`src/design/gsn_pkg.sv`:
```
`timescale 1ns / 1ps
package gsn_pkg;

    localparam int MUL_A_W = 34;
    localparam int MUL_B_W = 32;
    localparam int PROD_W  = MUL_A_W + MUL_B_W;

    localparam logic [31:0] ONE_Q31   = 32'h8000_0000;
    localparam logic [31:0] PIX_UNIT  = 32'h0002_0000;
    localparam logic [31:0] RECIP3    = 32'd699051;
    localparam logic [25:0] X_LIMIT   = 26'd1048576;
    localparam logic [16:0] IOU_ONE   = 17'h10000;
    localparam logic [15:0] INV_RESET = 16'd512;

    typedef enum logic [3:0] {
        ST_IDLE, ST_SCAN, ST_SCMP, ST_PICK, ST_SEL, ST_EMIT,
        ST_NEXT, ST_RD, ST_MUL, ST_IOU, ST_DIV, ST_WB
    } gsn_state_t;

    typedef enum logic [3:0] {
        STP_AA0, STP_AA1, STP_IW, STP_IH, STP_INTER, STP_AB0, STP_AB1, STP_SQ,
        STP_XS, STP_Y2, STP_Y3, STP_Y4, STP_D6, STP_D24, STP_POW, STP_SCORE
    } gsn_step_t;

    typedef struct packed {
        logic        start;
        logic [63:0] num;
        logic [63:0] den;
    } gsn_div_req_t;

    typedef struct packed {
        logic        done;
        logic [15:0] quot;
    } gsn_div_rsp_t;

    // overlap along one axis in half-fraction units, negative when disjoint
    function automatic logic signed [19:0] gsn_overlap(input logic [15:0] ca,
                                                       input logic [15:0] sa,
                                                       input logic [15:0] cb,
                                                       input logic [15:0] sb);
        logic signed [19:0] la, ha, lb, hb, lo, hi;
        la = $signed({3'b0, ca, 1'b0}) - $signed({4'b0, sa});
        ha = $signed({3'b0, ca, 1'b0}) + $signed({4'b0, sa});
        lb = $signed({3'b0, cb, 1'b0}) - $signed({4'b0, sb});
        hb = $signed({3'b0, cb, 1'b0}) + $signed({4'b0, sb});
        lo = (la > lb) ? la : lb;
        hi = (ha < hb) ? ha : hb;
        return hi - lo;
    endfunction

endpackage

```
`src/design/gsn_mul.sv`:
```
`timescale 1ns / 1ps
module gsn_mul (
    input  logic                       clk,
    input  logic [gsn_pkg::MUL_A_W-1:0] a,
    input  logic [gsn_pkg::MUL_B_W-1:0] b,
    output logic [gsn_pkg::PROD_W-1:0]  prod
);
    import gsn_pkg::*;

    logic [PROD_W-1:0] prod_reg;

    always_ff @(posedge clk)
    begin
        prod_reg <= PROD_W'(a) * PROD_W'(b);
    end

    assign prod = prod_reg;
endmodule

```
`config.mk`:
```
export PLATFORM = sky130hd
export DESIGN_NAME = gsn_mul
export DESIGN_NICKNAME = d
export VERILOG_FILES = /design/src/design/gsn_pkg.sv /design/src/design/gsn_mul.sv
export SDC_FILE = /design/constraint.sdc
export NUM_CORES = 2
export LEC_CHECK = 0
export ABC_AREA = 0
export BUFFER_PORTS_ARGS = -buffer_cell sky130_fd_sc_hd__clkbuf_2
export CAP_MARGIN = 20
export CORE_ASPECT_RATIO = 0.8
export CORE_MARGIN = 8
export CORE_UTILIZATION = 70
export DETAILED_ROUTE_END_ITERATION = 8
export GPL_TIMING_DRIVEN = 1
export PLACE_DENSITY = 0.87
export REMOVE_ABC_BUFFERS = 1
export SETUP_SLACK_MARGIN = 0.3
export SYNTH_ARGS = -nofsm -noshare
export SYNTH_HDL_FRONTEND = slang
export SYNTH_SLANG_ARGS = --single-unit
export TNS_END_PERCENT = 20
```
`constraint.sdc`:
```
create_clock -name clk -period 26.8 [get_ports clk]
set_input_delay 4.02 -clock clk [delete_from_list [all_inputs] [get_ports clk]]
set_output_delay 4.02 -clock clk [all_outputs]
set_load 0.02 [all_outputs]
```
==> flow_summary.toml <==
[outcome]
status = "complete, no violations"

[die]
row_count = 74
start_util = 0.708
num_io_pins = 133
die_w_um = 270
coreArea_um2 = 51100
die-area_um2 = 59300
die_h_um = 219

[drt]
wirelength_met1_mm = 37.8
drt_first_pass_iters = 6
routed_via_density = 5.99
dr_wl_met3_mm = 16.6
top_layer = "met5"
met2_length_mm = 44.2
num_vias = 27667
first_iter_violations = 3073
drc = 0
wl_per_cell_um = 22.1
ant_nets = 0
wirelength_mm = 102

[sta]
whs_ns = 4.28
layout_min_cycle_time_ns = 12.37
finalMaxSlewViolations = 0
setup_viol = 0
maxSlewHeadroom = 0.239
worst_slew_pin_slew_ns = 1.14
fin_crit_sh = 0.461
fin_setup_tns_ns = 0
hold_viol_final = 0
fmax_ghz = 0.0809
rsz0062_at_grt = "no"

[layout]
seqCellArea_um2 = 1320
multi_input_area_um2 = 30500
nFillCells = 3516
nets = 5215
stdcell_count = 4618
post-route-util = 0.730
area_growth_pct = 3.06
layout-drive-gt1-share = 0.0455
largest_reg_flops = 66

[synthesis]
synth.area.top_cells = "fa_1, inv_1, ha_1, and2_1, nand2_1"
yosysTopAreaCell = "fa_1"
yosys-top-cells-count = "fa_1, inv_1, nand2_1"
yosys_warnings = 0
synth_cells = 3989
yosys.area.top_type_share = 0.529
yosysMostFrequentCell = "fa_1"
syn_area_um2 = 36200
synthFlopType = "dfxtp_1"
avgSynthCellArea_um2 = 9.08
ys_types = 55
synth_seq_cells = 66
async_flop_share = 0
synth_edf_count = 0
yosysSeqAreaShare = 0.0365

[place]
io_buffers = 132
gp_congestion = 0.976
dpl.hpwl_mm = 77.3
dp.cells = 4600

[clock_tree]
clkSlewWorstSetupHoldPaths_ns = 0.06
cts_buffer_depth = 2
h-tree-depth = 3
cts_setup_buffers = 0
cts_resized = 0
cts_sinks = 66
cts_made_buffers = 9
postCtsHoldBufs = 0
cts_tree = "yes"
cts-root-buf = "clkbuf_16"

[worst_hold_path]
hp-start = "a[0]"
hold_class = "in -> reg"
hold_depth = 3

[critical_path]
crit_type = "in -> reg"
crit_path_max_fanout = 32
endpoint_kind = "flop"
crit_path_start = "a[15]"
worst_ep_required_time_ns = 27.07
critPathArrivalTime_ns = 12.63
start_kind = "input port"

[job]
timing.max_cap.violations = 0

[global_route]
grt_pass1_wl_mm = 163
grt_pass1_vias = 30140
antenna_found_initial = 2
grt_usage = 0.354
grt_max_degree = 35
overflow = 0
==> cells in the final DEF, fill, tap and decap left out, types with 4 or more instances in the layout <==
| cell type | n |
|---|---|
| nor2_1 | 33 |
| nand3_1 | 14 |
| nand4_1 | 18 |
| nor2b_1 | 4 |
| ha_1 | 265 |
| and4_1 | 4 |
| inv_1 | 938 |
| fa_1 | 956 |
| a21oi_1 | 77 |
| dfxtp_1 | 66 |
| clkbuf_16 | 9 |
| nor3_1 | 13 |
| and3_1 | 7 |
| a21o_1 | 32 |
| o21a_1 | 8 |
| o31ai_1 | 4 |
| and2_1 | 476 |
| a211oi_1 | 6 |
| o211ai_1 | 8 |
| a31oi_1 | 9 |
| clkbuf_2 | 132 |
| xor2_1 | 24 |
| nand2_1 | 670 |
| o21ai_0 | 31 |
| nand2b_1 | 6 |
| xnor2_1 | 39 |
| o21bai_1 | 7 |
| buf_4 | 24 |
==> worst paths after layout <==
| path | end | slack [ns] |
|---|---|---|
| worst max-delay path | prod[65]$_DFF_P_ | 14.43 |
| worst min-delay path | prod[0]$_DFF_P_ | 4.28 |
==> routing by layer <==
metal / up-vias / track usage
met3: 320 / 0.145
met2: 2111 / 0.530
li1: 11384 / -
met1: 13850 / 0.476
met5: - / 0
met4: 2 / 0.107
==> cell families (layout without fill, tap and decap cells) <==
family,Yosys count,count (layout),share of synthesized area
AOI/OAI and AO/OA,217,217,0.0391
xor gates and xnor gates,63,63,0.0152
adders and majority gates,1221,1221,0.620
buffers and inverters,1168,1111,0.121
DFF,66,66,0.0365
muxes,1,1,0.000277
other,0,2,0
and+or+nand+nor,1253,1253,0.167
==> final cells by class <==
cell class                 count  share of cell area
sequential                    66              0.0354
tap                          684              0.0229
clock inverter                 6             0.00114
inverter                     938              0.0944
multi-input combinational   2755               0.817
clock buffer                  10             0.00614
antenna                        2            0.000134
timing repair buffer         157              0.0227
==> per-stage QoR <==
step / worst slack [ns] / instance area [µm²]
detailed placement: 14.27 / 37000
global placement: 14.49 / 37000
global route: 14.08 / 37300
finish: 14.43 / 37300
CTS: 14.66 / 37300
floorplan: 16.09 / 35300
==> critical path: stages <==
cell	delay [ns]
clkbuf_2	0.80
nand2_1	0.21
fa_1	0.55
inv_1	0.05
fa_1	0.48
inv_1	0.05
fa_1	0.49
fa_1	0.56
inv_1	0.06
fa_1	0.50
inv_1	0.05
fa_1	0.55
inv_1	0.05
fa_1	0.50
fa_1	0.43
ha_1	0.36
a21oi_1	0.37
o21ai_0	0.22
nor2_1	0.15
a31oi_1	0.21
a21oi_1	0.69
o41a_1	0.37
o311ai_1	0.18
or4_1	0.52
and3_1	0.17
Power is not shown: default switching activity piles up to over one toggle a cycle in this logic, so the estimate is an artifact.
