File: src/design/gsn_pkg.sv
`timescale 1ns / 1ps
package gsn_pkg;

    localparam int MUL_A_W = 34;
    localparam int MUL_B_W = 32;
    localparam int PROD_W  = MUL_A_W + MUL_B_W;

    localparam logic [31:0] ONE_Q31   = 32'h8000_0000;
    localparam logic [31:0] PIX_UNIT  = 32'h0002_0000;
    localparam logic [31:0] RECIP3    = 32'd699051;
    localparam logic [25:0] X_LIMIT   = 26'd1048576;
    localparam logic [16:0] IOU_ONE   = 17'h10000;
    localparam logic [15:0] INV_RESET = 16'd512;

    typedef enum logic [3:0] {
        ST_IDLE, ST_SCAN, ST_SCMP, ST_PICK, ST_SEL, ST_EMIT,
        ST_NEXT, ST_RD, ST_MUL, ST_IOU, ST_DIV, ST_WB
    } gsn_state_t;

    typedef enum logic [3:0] {
        STP_AA0, STP_AA1, STP_IW, STP_IH, STP_INTER, STP_AB0, STP_AB1, STP_SQ,
        STP_XS, STP_Y2, STP_Y3, STP_Y4, STP_D6, STP_D24, STP_POW, STP_SCORE
    } gsn_step_t;

    typedef struct packed {
        logic        start;
        logic [63:0] num;
        logic [63:0] den;
    } gsn_div_req_t;

    typedef struct packed {
        logic        done;
        logic [15:0] quot;
    } gsn_div_rsp_t;

    // overlap along one axis in half-fraction units, negative when disjoint
    function automatic logic signed [19:0] gsn_overlap(input logic [15:0] ca,
                                                       input logic [15:0] sa,
                                                       input logic [15:0] cb,
                                                       input logic [15:0] sb);
        logic signed [19:0] la, ha, lb, hb, lo, hi;
        la = $signed({3'b0, ca, 1'b0}) - $signed({4'b0, sa});
        ha = $signed({3'b0, ca, 1'b0}) + $signed({4'b0, sa});
        lb = $signed({3'b0, cb, 1'b0}) - $signed({4'b0, sb});
        hb = $signed({3'b0, cb, 1'b0}) + $signed({4'b0, sb});
        lo = (la > lb) ? la : lb;
        hi = (ha < hb) ? ha : hb;
        return hi - lo;
    endfunction

endpackage

File: src/design/gsn_div.sv
`timescale 1ns / 1ps
module gsn_div (
    input  logic                  clk,
    input  logic                  rst_n,
    input  gsn_pkg::gsn_div_req_t req,
    output gsn_pkg::gsn_div_rsp_t rsp
);
    import gsn_pkg::*;

    logic [64:0] rem_reg;
    logic [63:0] den_reg;
    logic [15:0] quot_reg;
    logic [4:0]  cnt_reg;
    logic        busy_reg;
    logic        done_reg;
    logic [64:0] rem_shift;
    logic        take;

    // one quotient bit per cycle, restoring
    assign rem_shift = {rem_reg[63:0], 1'b0};
    assign take      = rem_shift >= {1'b0, den_reg};

    always_ff @(posedge clk or negedge rst_n)
    begin
        if (!rst_n)
        begin
            busy_reg <= 1'b0;
            done_reg <= 1'b0;
            cnt_reg  <= '0;
        end
        else
        begin
            done_reg <= 1'b0;
            if (req.start)
            begin
                busy_reg <= 1'b1;
                cnt_reg  <= 5'd16;
            end
            else if (busy_reg)
            begin
                cnt_reg <= cnt_reg - 5'd1;
                if (cnt_reg == 5'd1)
                begin
                    busy_reg <= 1'b0;
                    done_reg <= 1'b1;
                end
            end
        end
    end

    always_ff @(posedge clk)
    begin
        if (req.start)
        begin
            rem_reg  <= {1'b0, req.num};
            den_reg  <= req.den;
            quot_reg <= '0;
        end
        else if (busy_reg)
        begin
            rem_reg  <= take ? (rem_shift - {1'b0, den_reg}) : rem_shift;
            quot_reg <= {quot_reg[14:0], take};
        end
    end

    assign rsp.done = done_reg;
    assign rsp.quot = quot_reg;
endmodule

File: config.mk
export PLATFORM = sky130hd
export DESIGN_NAME = gsn_div
export DESIGN_NICKNAME = d
export VERILOG_FILES = /design/src/design/gsn_pkg.sv /design/src/design/gsn_div.sv
export SDC_FILE = /design/constraint.sdc
export NUM_CORES = 1
export LEC_CHECK = 0
export BUFFER_PORTS_ARGS = -buffer_cell sky130_fd_sc_hd__buf_4
export CORE_MARGIN = 2
export CORE_UTILIZATION = 40
export CTS_CLUSTER_SIZE = 25
export DETAILED_ROUTE_END_ITERATION = 8
export GPL_TIMING_DRIVEN = 1
export MAX_ROUTING_LAYER = met4
export PLACE_DENSITY = 0.61
export SETUP_SLACK_MARGIN = 0.4
export SLEW_MARGIN = 30
export SYNTH_ARGS = -nofsm -noshare
export SYNTH_HDL_FRONTEND = slang
export SYNTH_SLANG_ARGS = --single-unit
File: constraint.sdc
create_clock -name clk -period 4.1 [get_ports clk]
set_clock_uncertainty 0.15 [all_clocks]
set_input_delay 0.41 -clock clk [delete_from_list [all_inputs] [get_ports clk]]
set_output_delay 0.41 -clock clk [all_outputs]
set_load 0.05 [all_outputs]
==> results of run 1 <==
## worst max-delay path, cell delays in order (launching register included)
cell and delay (ps):
sky130_fd_sc_hd__edfxtp_1 420, sky130_fd_sc_hd__ha_2 400, sky130_fd_sc_hd__and2_2 210, sky130_fd_sc_hd__nand2_1 90
sky130_fd_sc_hd__or4_1 430, sky130_fd_sc_hd__o41ai_2 440, sky130_fd_sc_hd__a211oi_2 120, sky130_fd_sc_hd__o21ai_2 110
sky130_fd_sc_hd__a31oi_4 80, sky130_fd_sc_hd__buf_12 190, sky130_fd_sc_hd__buf_12 120, sky130_fd_sc_hd__clkbuf_16 190
sky130_fd_sc_hd__and3_1 190, sky130_fd_sc_hd__a221o_1 270
## routing by layer
layer | track usage (%) | wire [µm]
met1 | 27.8 | 13100
met2 | 35.6 | 14000
met3 | 4.04 | 1620
met4 | 4.98 | 395
met5 | - | 0
## power by group through the flow
stage	combinational [mW]	sequential, mW	clock, mW
after global routing	6.32	2.51	1.63
after floorplan	3.81	2.42	0
after global placement	5.02	2.45	0
after detailed placement	5.04	2.46	0
final	5.73	2.46	1.54
after CTS	5.14	2.44	1.57
## logic make-up (layout without fill, tap and decap cells)
logic type	Yosys count	in the layout
multiplexers	26	26
adder cells (fa/ha/maj)	67	67
XOR/XNOR	50	50
AND/OR/NAND/NOR	284	284
other	0	1
flip-flops	151	151
buffers and inverters	165	384
AO/OA/AOI/OAI	354	354
## final cells by class
class,instances,area (µm²)
diodes,1,2.50
clock buffers,19,455
clock inverters,13,103
fillers,2318,11900
inverters,106,398
multi-input cells,781,5460
flip-flops and latches,151,4340
well taps,330,413
repair buffers,246,2150
## cell usage in the layout, fill, tap and decap left out, drive strengths merged, types with 28 or more instances in the layout
cell type,Yosys,layout
a21oi,107,107
inv,106,118
nor2,90,90
ha,66,66
o21a,28,28
edfxtp,128,128
a211oi,30,30
buf,21,180
a21o,31,31
xnor2,28,28
dlygate4sd3,0,61
nand2,76,76
o21ai,61,61
## how the worst min path moves through the flow
stage | slack (ps) | from | cells after the start | endpoint
floorplan | -40 | rst_n | 0 | busy_reg$_DFF_PN0_
global placement | 80 | rst_n | 1 | cnt_reg[1]$_DFFE_PN0P_
detailed placement | 80 | rst_n | 1 | cnt_reg[1]$_DFFE_PN0P_
CTS | 0.3 | req[35] | 1 | den_reg[35]$_DFFE_PP_
global route | -0.2 | req[30] | 1 | den_reg[30]$_DFFE_PP_
finish | 10 | req[10] | 1 | den_reg[10]$_DFFE_PP_
## through the flow
| stage | power (mW) | hold WS (ps) | instances | setup WS (ps) | utilization [%] |
|---|---|---|---|---|---|
| 5_1_grt | 10.5 | -0.204 | 1647 | 278 | 52.9 |
| 2_1_floorplan | 6.23 | -35.6 | 1097 | 856 | - |
| 3_3_place_gp | 7.47 | 81.8 | 1540 | 342 | 46.5 |
| 4_1_cts | 9.15 | 0.251 | 1631 | 357 | 51.1 |
| 3_5_place_dp | 7.50 | 79.6 | 1540 | 241 | 46.5 |
| 6_report | 9.73 | 11.0 | 1647 | 422 | 52.9 |
## synthesized netlist by cell type (all sizes together) (6+ instances only)
cell	n	area, µm²
o21bai	16	131
a21o	31	233
and2	6	37.5
a221o	6	60.1
o211ai	17	128
edfxtp	128	3840
xor2	22	193
o21a	28	210
nand3	12	60.1
nand2	76	285
and3	12	75.1
mux2i	18	180
dfxtp	16	320
a31oi	10	77.6
or3	8	50.1
nor4	6	37.5
clkbuf	38	144
a211oi	30	225
buf	21	113
nand2b	7	43.8
mux2	8	90.1
xnor2	28	245
ha	66	826
dfrtp	7	175
inv	106	398
nor2	90	338
nor2b	8	50.1
a221oi	6	58.8
a21oi	107	539
nand4	20	125
o21ai	61	309
nor3	19	95.1
## timing repair
| item | 4_1_cts | 5_1_grt |
|---|---|---|
| hold endpoints to repair | 65 | 2 |
| buffers inserted | 0 | 8 |
| hold buffers | 59 | 2 |
| endpoints found under the setup margin | 24 | 54 |
| gates cloned | 0 | 5 |
| gates resized for setup | 4 | 49 |
| pin swaps | 0 | 7 |
==> flow_summary.toml, run 1 <==
[worst_setup_path]
r2r-start = "rem_reg[10]$_DFFE_PP_"
cp-startpoint = "rem_reg[10]$_DFFE_PP_"
reg2reg_slack_ps = 420
rr_worst_depth = 13
arrival_ps = 3710
worst-endpoint-required_ps = 4130
setup.worst_path.class = "reg2reg"
r2r_end = "rem_reg[60]$_DFFE_PP_"
setup.worst_path.end_class = "flip-flop"
crit_path_end = "rem_reg[60]$_DFFE_PP_"
startpoint_type = "flip-flop"
path_max_fanout = 28

[run_status]
outcome = "finished clean"

[sta]
max-slew-margin-rel_pct = 47.3
drv_slew = 0
setup_violations = 0
totalNegativeSetupSlack_ps = 0
timing.fmax_mhz = 272
finalHoldViolations = 0
min_period_over_period_pct = 89.7
final.min_clock_period_ps = 3680
rsz0062_at_grt = "true"
tightestPinTransition_ps = 789

[synthesis]
synth_sequential_area_ratio_pct = 42.3
ys_warn_count = 0
synth_nets = 1295
syn_inst = 1097
asyncSetResetFlopFracSynth_pct = 4.64
syn_avg_cell_area_um2 = 9.34
mappedNetlistArea_um2 = 10200
largest_family_of_logic_cells_by_synthesized_area = "compound AO/OA/AOI/OAI gates"
synth_compound_gate_area_share_pct = 22.8
synthAdderAreaFrac_pct = 8.25
post_synth_xor_area_fraction_pct = 4.27
postSynthRegisterBits = 151
yosys-mux-area-fraction_pct = 2.64
synth.distinct_cells = 73
dominantRegCellSynth = "sky130_fd_sc_hd__edfxtp_1"
synthSimpleGateAreaFrac_pct = 13.3
synth_edf_count = 128

[routing]
vias_per_cell = 5.46
post-route-drc-count = 0
detailedRoute.firstPassIterationCount = 7
postRouteAntennaNets = 0
drt-total-wl_um = 29100
wire_per_inst_um = 17.7
drtIter0Drc = 572
num_vias = 9000

[final_layout]
design.final.nets = 1501
finalInstanceArea_um2 = 13300
area.growth.synth_to_final_pct = 30.0
final_layout_size_suffix_gt1_share_pct = 21.6

[clock_network]
cts_inserted_buffers = 17
cts_sinks = 151
tritoncts = "yes"
clock_tree.buffer_depth = 2
clk_pin_slew_ps = 60
cts_max_level = 4
ctsRootBufferMaster = "sky130_fd_sc_hd__clkbuf_16"
insertion_delay_ps = 440

[floorplan]
die_area_um2 = 26900
floorplan.initialDensity_pct = 40.7
std_cell_rows = 58
floorplan_die_height_um = 164
floorplan.io_pins = 148
core-area_um2 = 25200
floorplan.die.width_um = 164

[power]
clockPowerShare_pct = 15.8
pd_cells_nw_per_um2 = 730
vdd.ir_drop.worst_uv = 308
p_leak_nw = 5.78
power.share.sequential_pct = 25.3
sw_power_mw = 4.17
comb_power_share_pct = 58.9
internal-power_mw = 5.56
swShare_pct = 42.9

[job]
drv.max_cap_violation_count = 0

[grt]
antenna_violations_before_repair = 1
number_of_global_route_vias_before_repair = 8735
grt.overflow.total = 0
grt_util_all_layers_pct = 21.7
grt_first_pass_wirelength_um = 44500
grt_start_max_net_pins = 62

[placed_design]
detailed_placement_hpwl_um = 20300
io_buffers = 147
placedInstanceArea_um2 = 11700
gp_congestion = 0.904

[hold_path]
hold_path_class = "in2reg"
Power figures use the tool's default switching activity.
==> run 2, diff against run 1 <==
- CORE_MARGIN: 2 -> not set
==> flow_summary.toml, run 2 (synthesis results as in run 1) <==
[clock_network]
clock_tree.buffer_depth = 2
cts_max_level = 4
ctsRootBufferMaster = "sky130_fd_sc_hd__clkbuf_16"
insertion_delay_ps = 440
tritoncts = "yes"
cts_sinks = 151
clk_pin_slew_ps = 70
cts_inserted_buffers = 17

[power]
pd_cells_nw_per_um2 = 723
p_leak_nw = 5.77
total_power_of_the_final_layout_mw = 9.55
vdd.ir_drop.worst_uv = 352

[grt]
grt.overflow.total = 0
grt_first_pass_wirelength_um = 44000
antenna_violations_before_repair = 0
grt_start_max_net_pins = 62
grt_util_all_layers_pct = 22.0
number_of_global_route_vias_before_repair = 8737

[worst_setup_path]
critPathTopFamily = "compound AO/OA/AOI/OAI gates"
critical_path_buf_inv_count = 0
cp_num_cells = 11
cp_cell_sequence = "ha_1, a21oi_1, o21ai_0, a221oi_2, o21ai_0, o21bai_1, a41o_2, a21bo_1, a311o_1, nor4_2, nor3_1"
cp_slowest_stage_delay_ps = 400
worst-endpoint-required_ps = 4140
crit_path_top_delay_cell = "sky130_fd_sc_hd__edfxtp_1"
critical-path-top-cell-by-count = "sky130_fd_sc_hd__o21ai_0"
path_max_fanout = 6
setup.worst_path.end_class = "flip-flop"
arrival_ps = 3610
startpoint_type = "flip-flop"
setup.worst_path.class = "reg2reg"
rr_worst_depth = 11

[sta]
finalHoldViolations = 0
totalNegativeSetupSlack_ps = 0
timing.fmax_mhz = 280
drv_slew = 0
max-slew-margin-rel_pct = 43.8
final.min_clock_period_ps = 3570
min_period_over_period_pct = 87.1
finalWorstSetupSlack_ps = 530
tightestPinTransition_ps = 841
rsz0062_at_grt = "false"
setup_violations = 0

[final_layout]
n_antenna_cell = 0
design.final.nets = 1500
commonest_cells_after_routing_fill_and_taps_aside = "sky130_fd_sc_hd__buf_4 (174), sky130_fd_sc_hd__edfxtp_1 (128), sky130_fd_sc_hd__inv_1 (105)"
final_layout_size_suffix_gt1_share_pct = 19.8
finalInstanceArea_um2 = 13200
area.growth.synth_to_final_pct = 28.8
final_util_pct = 52.4
layout.cells.most_common = "sky130_fd_sc_hd__buf_4"

[run_status]
outcome = "finished clean"

[routing]
num_vias = 8849
detailedRoute.firstPassIterationCount = 5
drt-total-wl_um = 27900
postRouteAntennaNets = 0
drtIter0Drc = 491
vias_per_cell = 5.38
wire_per_inst_um = 17.0
post-route-drc-count = 0

[job]
drv.max_cap_violation_count = 0

[floorplan]
std_cell_rows = 58
floorplan.initialDensity_pct = 40.7
die_area_um2 = 26300
floorplan.io_pins = 148
floorplan_die_height_um = 162
core-area_um2 = 25200
floorplan.die.width_um = 162

[hold_path]
hold_path_class = "in2reg"
min_delay_path_depth = 1

[placed_design]
detailed_placement_hpwl_um = 20100
io_buffers = 147
gp_congestion = 0.886
dp_worst_setup_slack_ps = 59.8
placedInstanceArea_um2 = 11800
==> run 2: metal layers <==
layer / track usage, % / routed length [µm]
met5: - / 0
met2: 36.1 / 13100
met4: 5.23 / 384
met1: 28.2 / 13100
met3: 3.52 / 1280
==> run 2: per-stage QoR <==
step	hold WS, ps	std cells
2_1_floorplan	-35.6	1097
3_3_place_gp	79.4	1541
3_5_place_dp	78.6	1541
5_1_grt	5.39	1645
4_1_cts	1.80	1636
6_report	21.5	1645
==> run 2: path summary, 6_finish.rpt <==
kind	from	endpoint	slack (ps)
setup / recovery	rem_reg[20]$_DFFE_PP_	rem_reg[56]$_DFFE_PP_	530
hold / removal	req[61]	den_reg[61]$_DFFE_PP_	20
setup reg to reg	rem_reg[20]$_DFFE_PP_	rem_reg[56]$_DFFE_PP_	530
hold reg to reg	quot_reg[15]$_SDFFE_PP0P_	quot_reg[15]$_SDFFE_PP0P_	360
max in group asynchronous	rst_n	cnt_reg[4]$_DFFE_PN0P_	3510
min in group asynchronous	rst_n	cnt_reg[0]$_DFFE_PN0P_	160
==> run 2: power breakdown <==
group / switching [mW] / internal (mW)
Sequential: 0.240 / 2.20
Combinational: 3.14 / 2.36
Clock: 0.731 / 0.875
Total: 4.11 / 5.44
==> run 2: timing repair <==
item / CTS / global route
hold buffers: 63 / 0
cloned: 0 / 2
endpoints found under the setup margin: 28 / 50
pin swaps: 0 / 5
gates resized for setup: 4 / 23
setup buffers: 0 / 7
hold endpoints to repair: 69 / 0
==> run 2: final cells by class <==
cell class | instances | area (µm²)
clock buffer | 20 | 478
clock inverter | 12 | 120
fill | 2344 | 12000
inverter | 106 | 398
multi-input combinational | 781 | 5350
sequential | 151 | 4340
tap | 330 | 413
timing repair buffer | 245 | 2100
==> run 3, diff against run 2 <==
- CORE_ASPECT_RATIO: not set -> 1.5
==> flow_summary.toml, run 3 (synthesis results as in run 1) <==
[run_status]
outcome = "finished clean"

[floorplan]
std_cell_rows = 71
floorplan.initialDensity_pct = 40.8
floorplan_die_height_um = 198
floorplan.io_pins = 148
floorplan.die.width_um = 133
die_area_um2 = 26300
core-area_um2 = 25100

[worst_setup_path]
arrival_ps = 3650
path_max_fanout = 8
worst-endpoint-required_ps = 4140
rr_worst_depth = 12
r2r_end = "rem_reg[62]$_DFFE_PP_"
reg2reg_slack_ps = 490
r2r-start = "rem_reg[8]$_DFFE_PP_"
setup.worst_path.class = "reg2reg"
startpoint_type = "flip-flop"
setup.worst_path.end_class = "flip-flop"

[power]
p_leak_nw = 5.74
total_power_of_the_final_layout_mw = 9.57
swShare_pct = 44.0
comb_power_share_pct = 57.1
pd_cells_nw_per_um2 = 724
power.share.sequential_pct = 25.7
sw_power_mw = 4.21
clockPowerShare_pct = 17.2
vdd.ir_drop.worst_uv = 446
internal-power_mw = 5.36

[final_layout]
final_util_pct = 52.6
area.growth.synth_to_final_pct = 29.0
final_layout_size_suffix_gt1_share_pct = 19.8
design.final.nets = 1495
commonest_cells_after_routing_fill_and_taps_aside = "sky130_fd_sc_hd__buf_4 (169), sky130_fd_sc_hd__edfxtp_1 (128), sky130_fd_sc_hd__inv_1 (105)"
nFillCells = 2338
layout.cells.most_common = "sky130_fd_sc_hd__buf_4"

[routing]
wl_met3_um = 1030
post-route-drc-count = 0
postRouteAntennaNets = 0
wire_per_inst_um = 17.5
drt-total-wl_um = 28700
detailroute.wirelength.met2_um = 15400
num_vias = 8948
drtIter0Drc = 597
detailedRoute.firstPassIterationCount = 6
vias_per_cell = 5.46
highest-signal-layer = "met4"
drt-met1-wl_um = 11600

[job]
drv.max_cap_violation_count = 0

[grt]
number_of_global_route_vias_before_repair = 8803
grt.overflow.total = 0
grt_start_max_net_pins = 91
antenna_violations_before_repair = 1
grt_util_all_layers_pct = 22.5
grt_first_pass_wirelength_um = 44900

[clock_network]
clock_tree.buffer_depth = 2
clk_pin_slew_ps = 80
insertion_delay_ps = 450
cts_max_level = 4
cts_inserted_buffers = 17
ctsRootBufferMaster = "sky130_fd_sc_hd__clkbuf_16"
cts_sinks = 151
tritoncts = "yes"

[sta]
max-slew-margin-rel_pct = 50.0
timing.fmax_mhz = 277
totalNegativeSetupSlack_ps = 0
drv_slew = 0
min_period_over_period_pct = 88.2
final.min_clock_period_ps = 3610
finalHoldViolations = 0
tightestPinTransition_ps = 750
rsz0062_at_grt = "true"
setup_violations = 0

[hold_path]
min_delay_path_depth = 1
timing.hold.worst_endpoint = "den_reg[62]$_DFFE_PP_"
hold_path_class = "in2reg"
min-delay-start = "req[62]"

[placed_design]
gp_congestion = 0.942
io_buffers = 147
detailed_placement_hpwl_um = 20700
## run 3: what timing repair did
| action | in CTS | in global routing |
|---|---|---|
| pin swaps | 0 | 4 |
| endpoints found under the setup margin | 23 | 51 |
| endpoints found under the hold margin | 70 | 0 |
| gates resized for setup | 6 | 24 |
| gates cloned | 0 | 2 |
| hold buffers | 64 | 0 |
| setup buffers | 0 | 5 |
## run 3: area by class of cell
type | count | area [µm²] | area share [%]
flip-flops and latches | 151 | 4340 | 32.8
well taps | 328 | 410 | 3.11
inverters | 106 | 398 | 3.01
clock buffers | 17 | 425 | 3.22
clock inverters | 15 | 199 | 1.51
multi-input cells | 781 | 5390 | 40.8
repair buffers | 240 | 2050 | 15.5
diodes | 1 | 2.50 | 0.0189
## run 3: worst max-delay path by stage
stage | start | end | slack [ps]
2_1_floorplan | rem_reg[0]$_DFFE_PP_ | rem_reg[62]$_DFFE_PP_ | 860
3_3_place_gp | rem_reg[3]$_DFFE_PP_ | rem_reg[54]$_DFFE_PP_ | 300
3_5_place_dp | rem_reg[0]$_DFFE_PP_ | rem_reg[62]$_DFFE_PP_ | 270
4_1_cts | rem_reg[3]$_DFFE_PP_ | rem_reg[32]$_DFFE_PP_ | 440
5_1_grt | rem_reg[8]$_DFFE_PP_ | rem_reg[62]$_DFFE_PP_ | 360
6_report | rem_reg[8]$_DFFE_PP_ | rem_reg[62]$_DFFE_PP_ | 490
## run 3: layer usage
metal	global-route usage (%)	vias up
met5	-	-
met4	7.96	0
met3	3.15	52
met2	40.8	223
met1	25.1	4258
li1	-	4415
## run 3: stage by stage
step	setup WS, ps	area [µm²]	hold slack [ps]	std cells
6_report	485	13200	18.5	1639
5_1_grt	357	13200	0.890	1639
4_1_cts	439	13000	0.115	1631
3_5_place_dp	269	11700	78.0	1535
3_3_place_gp	300	11700	79.7	1535
2_1_floorplan	856	10200	-35.6	1097
## run 3: power groups by stage
stage	sequential [mW]	combinational (mW)	clock, mW
6_report	2.46	5.46	1.65
5_1_grt	2.51	6.01	1.73
4_1_cts	2.45	5.21	1.69
3_5_place_dp	2.48	5.11	0
3_3_place_gp	2.46	5.08	0
2_1_floorplan	2.42	3.81	0
## run 3: critical path, cell delays in order, from the launching register on
cell,delay (ps)
sky130_fd_sc_hd__edfxtp_1,400
sky130_fd_sc_hd__ha_1,370
sky130_fd_sc_hd__a21oi_1,210
sky130_fd_sc_hd__o21ai_1,120
sky130_fd_sc_hd__a221o_1,380
sky130_fd_sc_hd__nor3b_1,210
sky130_fd_sc_hd__o21ai_0,120
sky130_fd_sc_hd__buf_4,160
sky130_fd_sc_hd__a21o_1,230
sky130_fd_sc_hd__a21o_4,290
sky130_fd_sc_hd__and4_1,210
sky130_fd_sc_hd__o41ai_1,390
sky130_fd_sc_hd__a2bb2oi_1,130
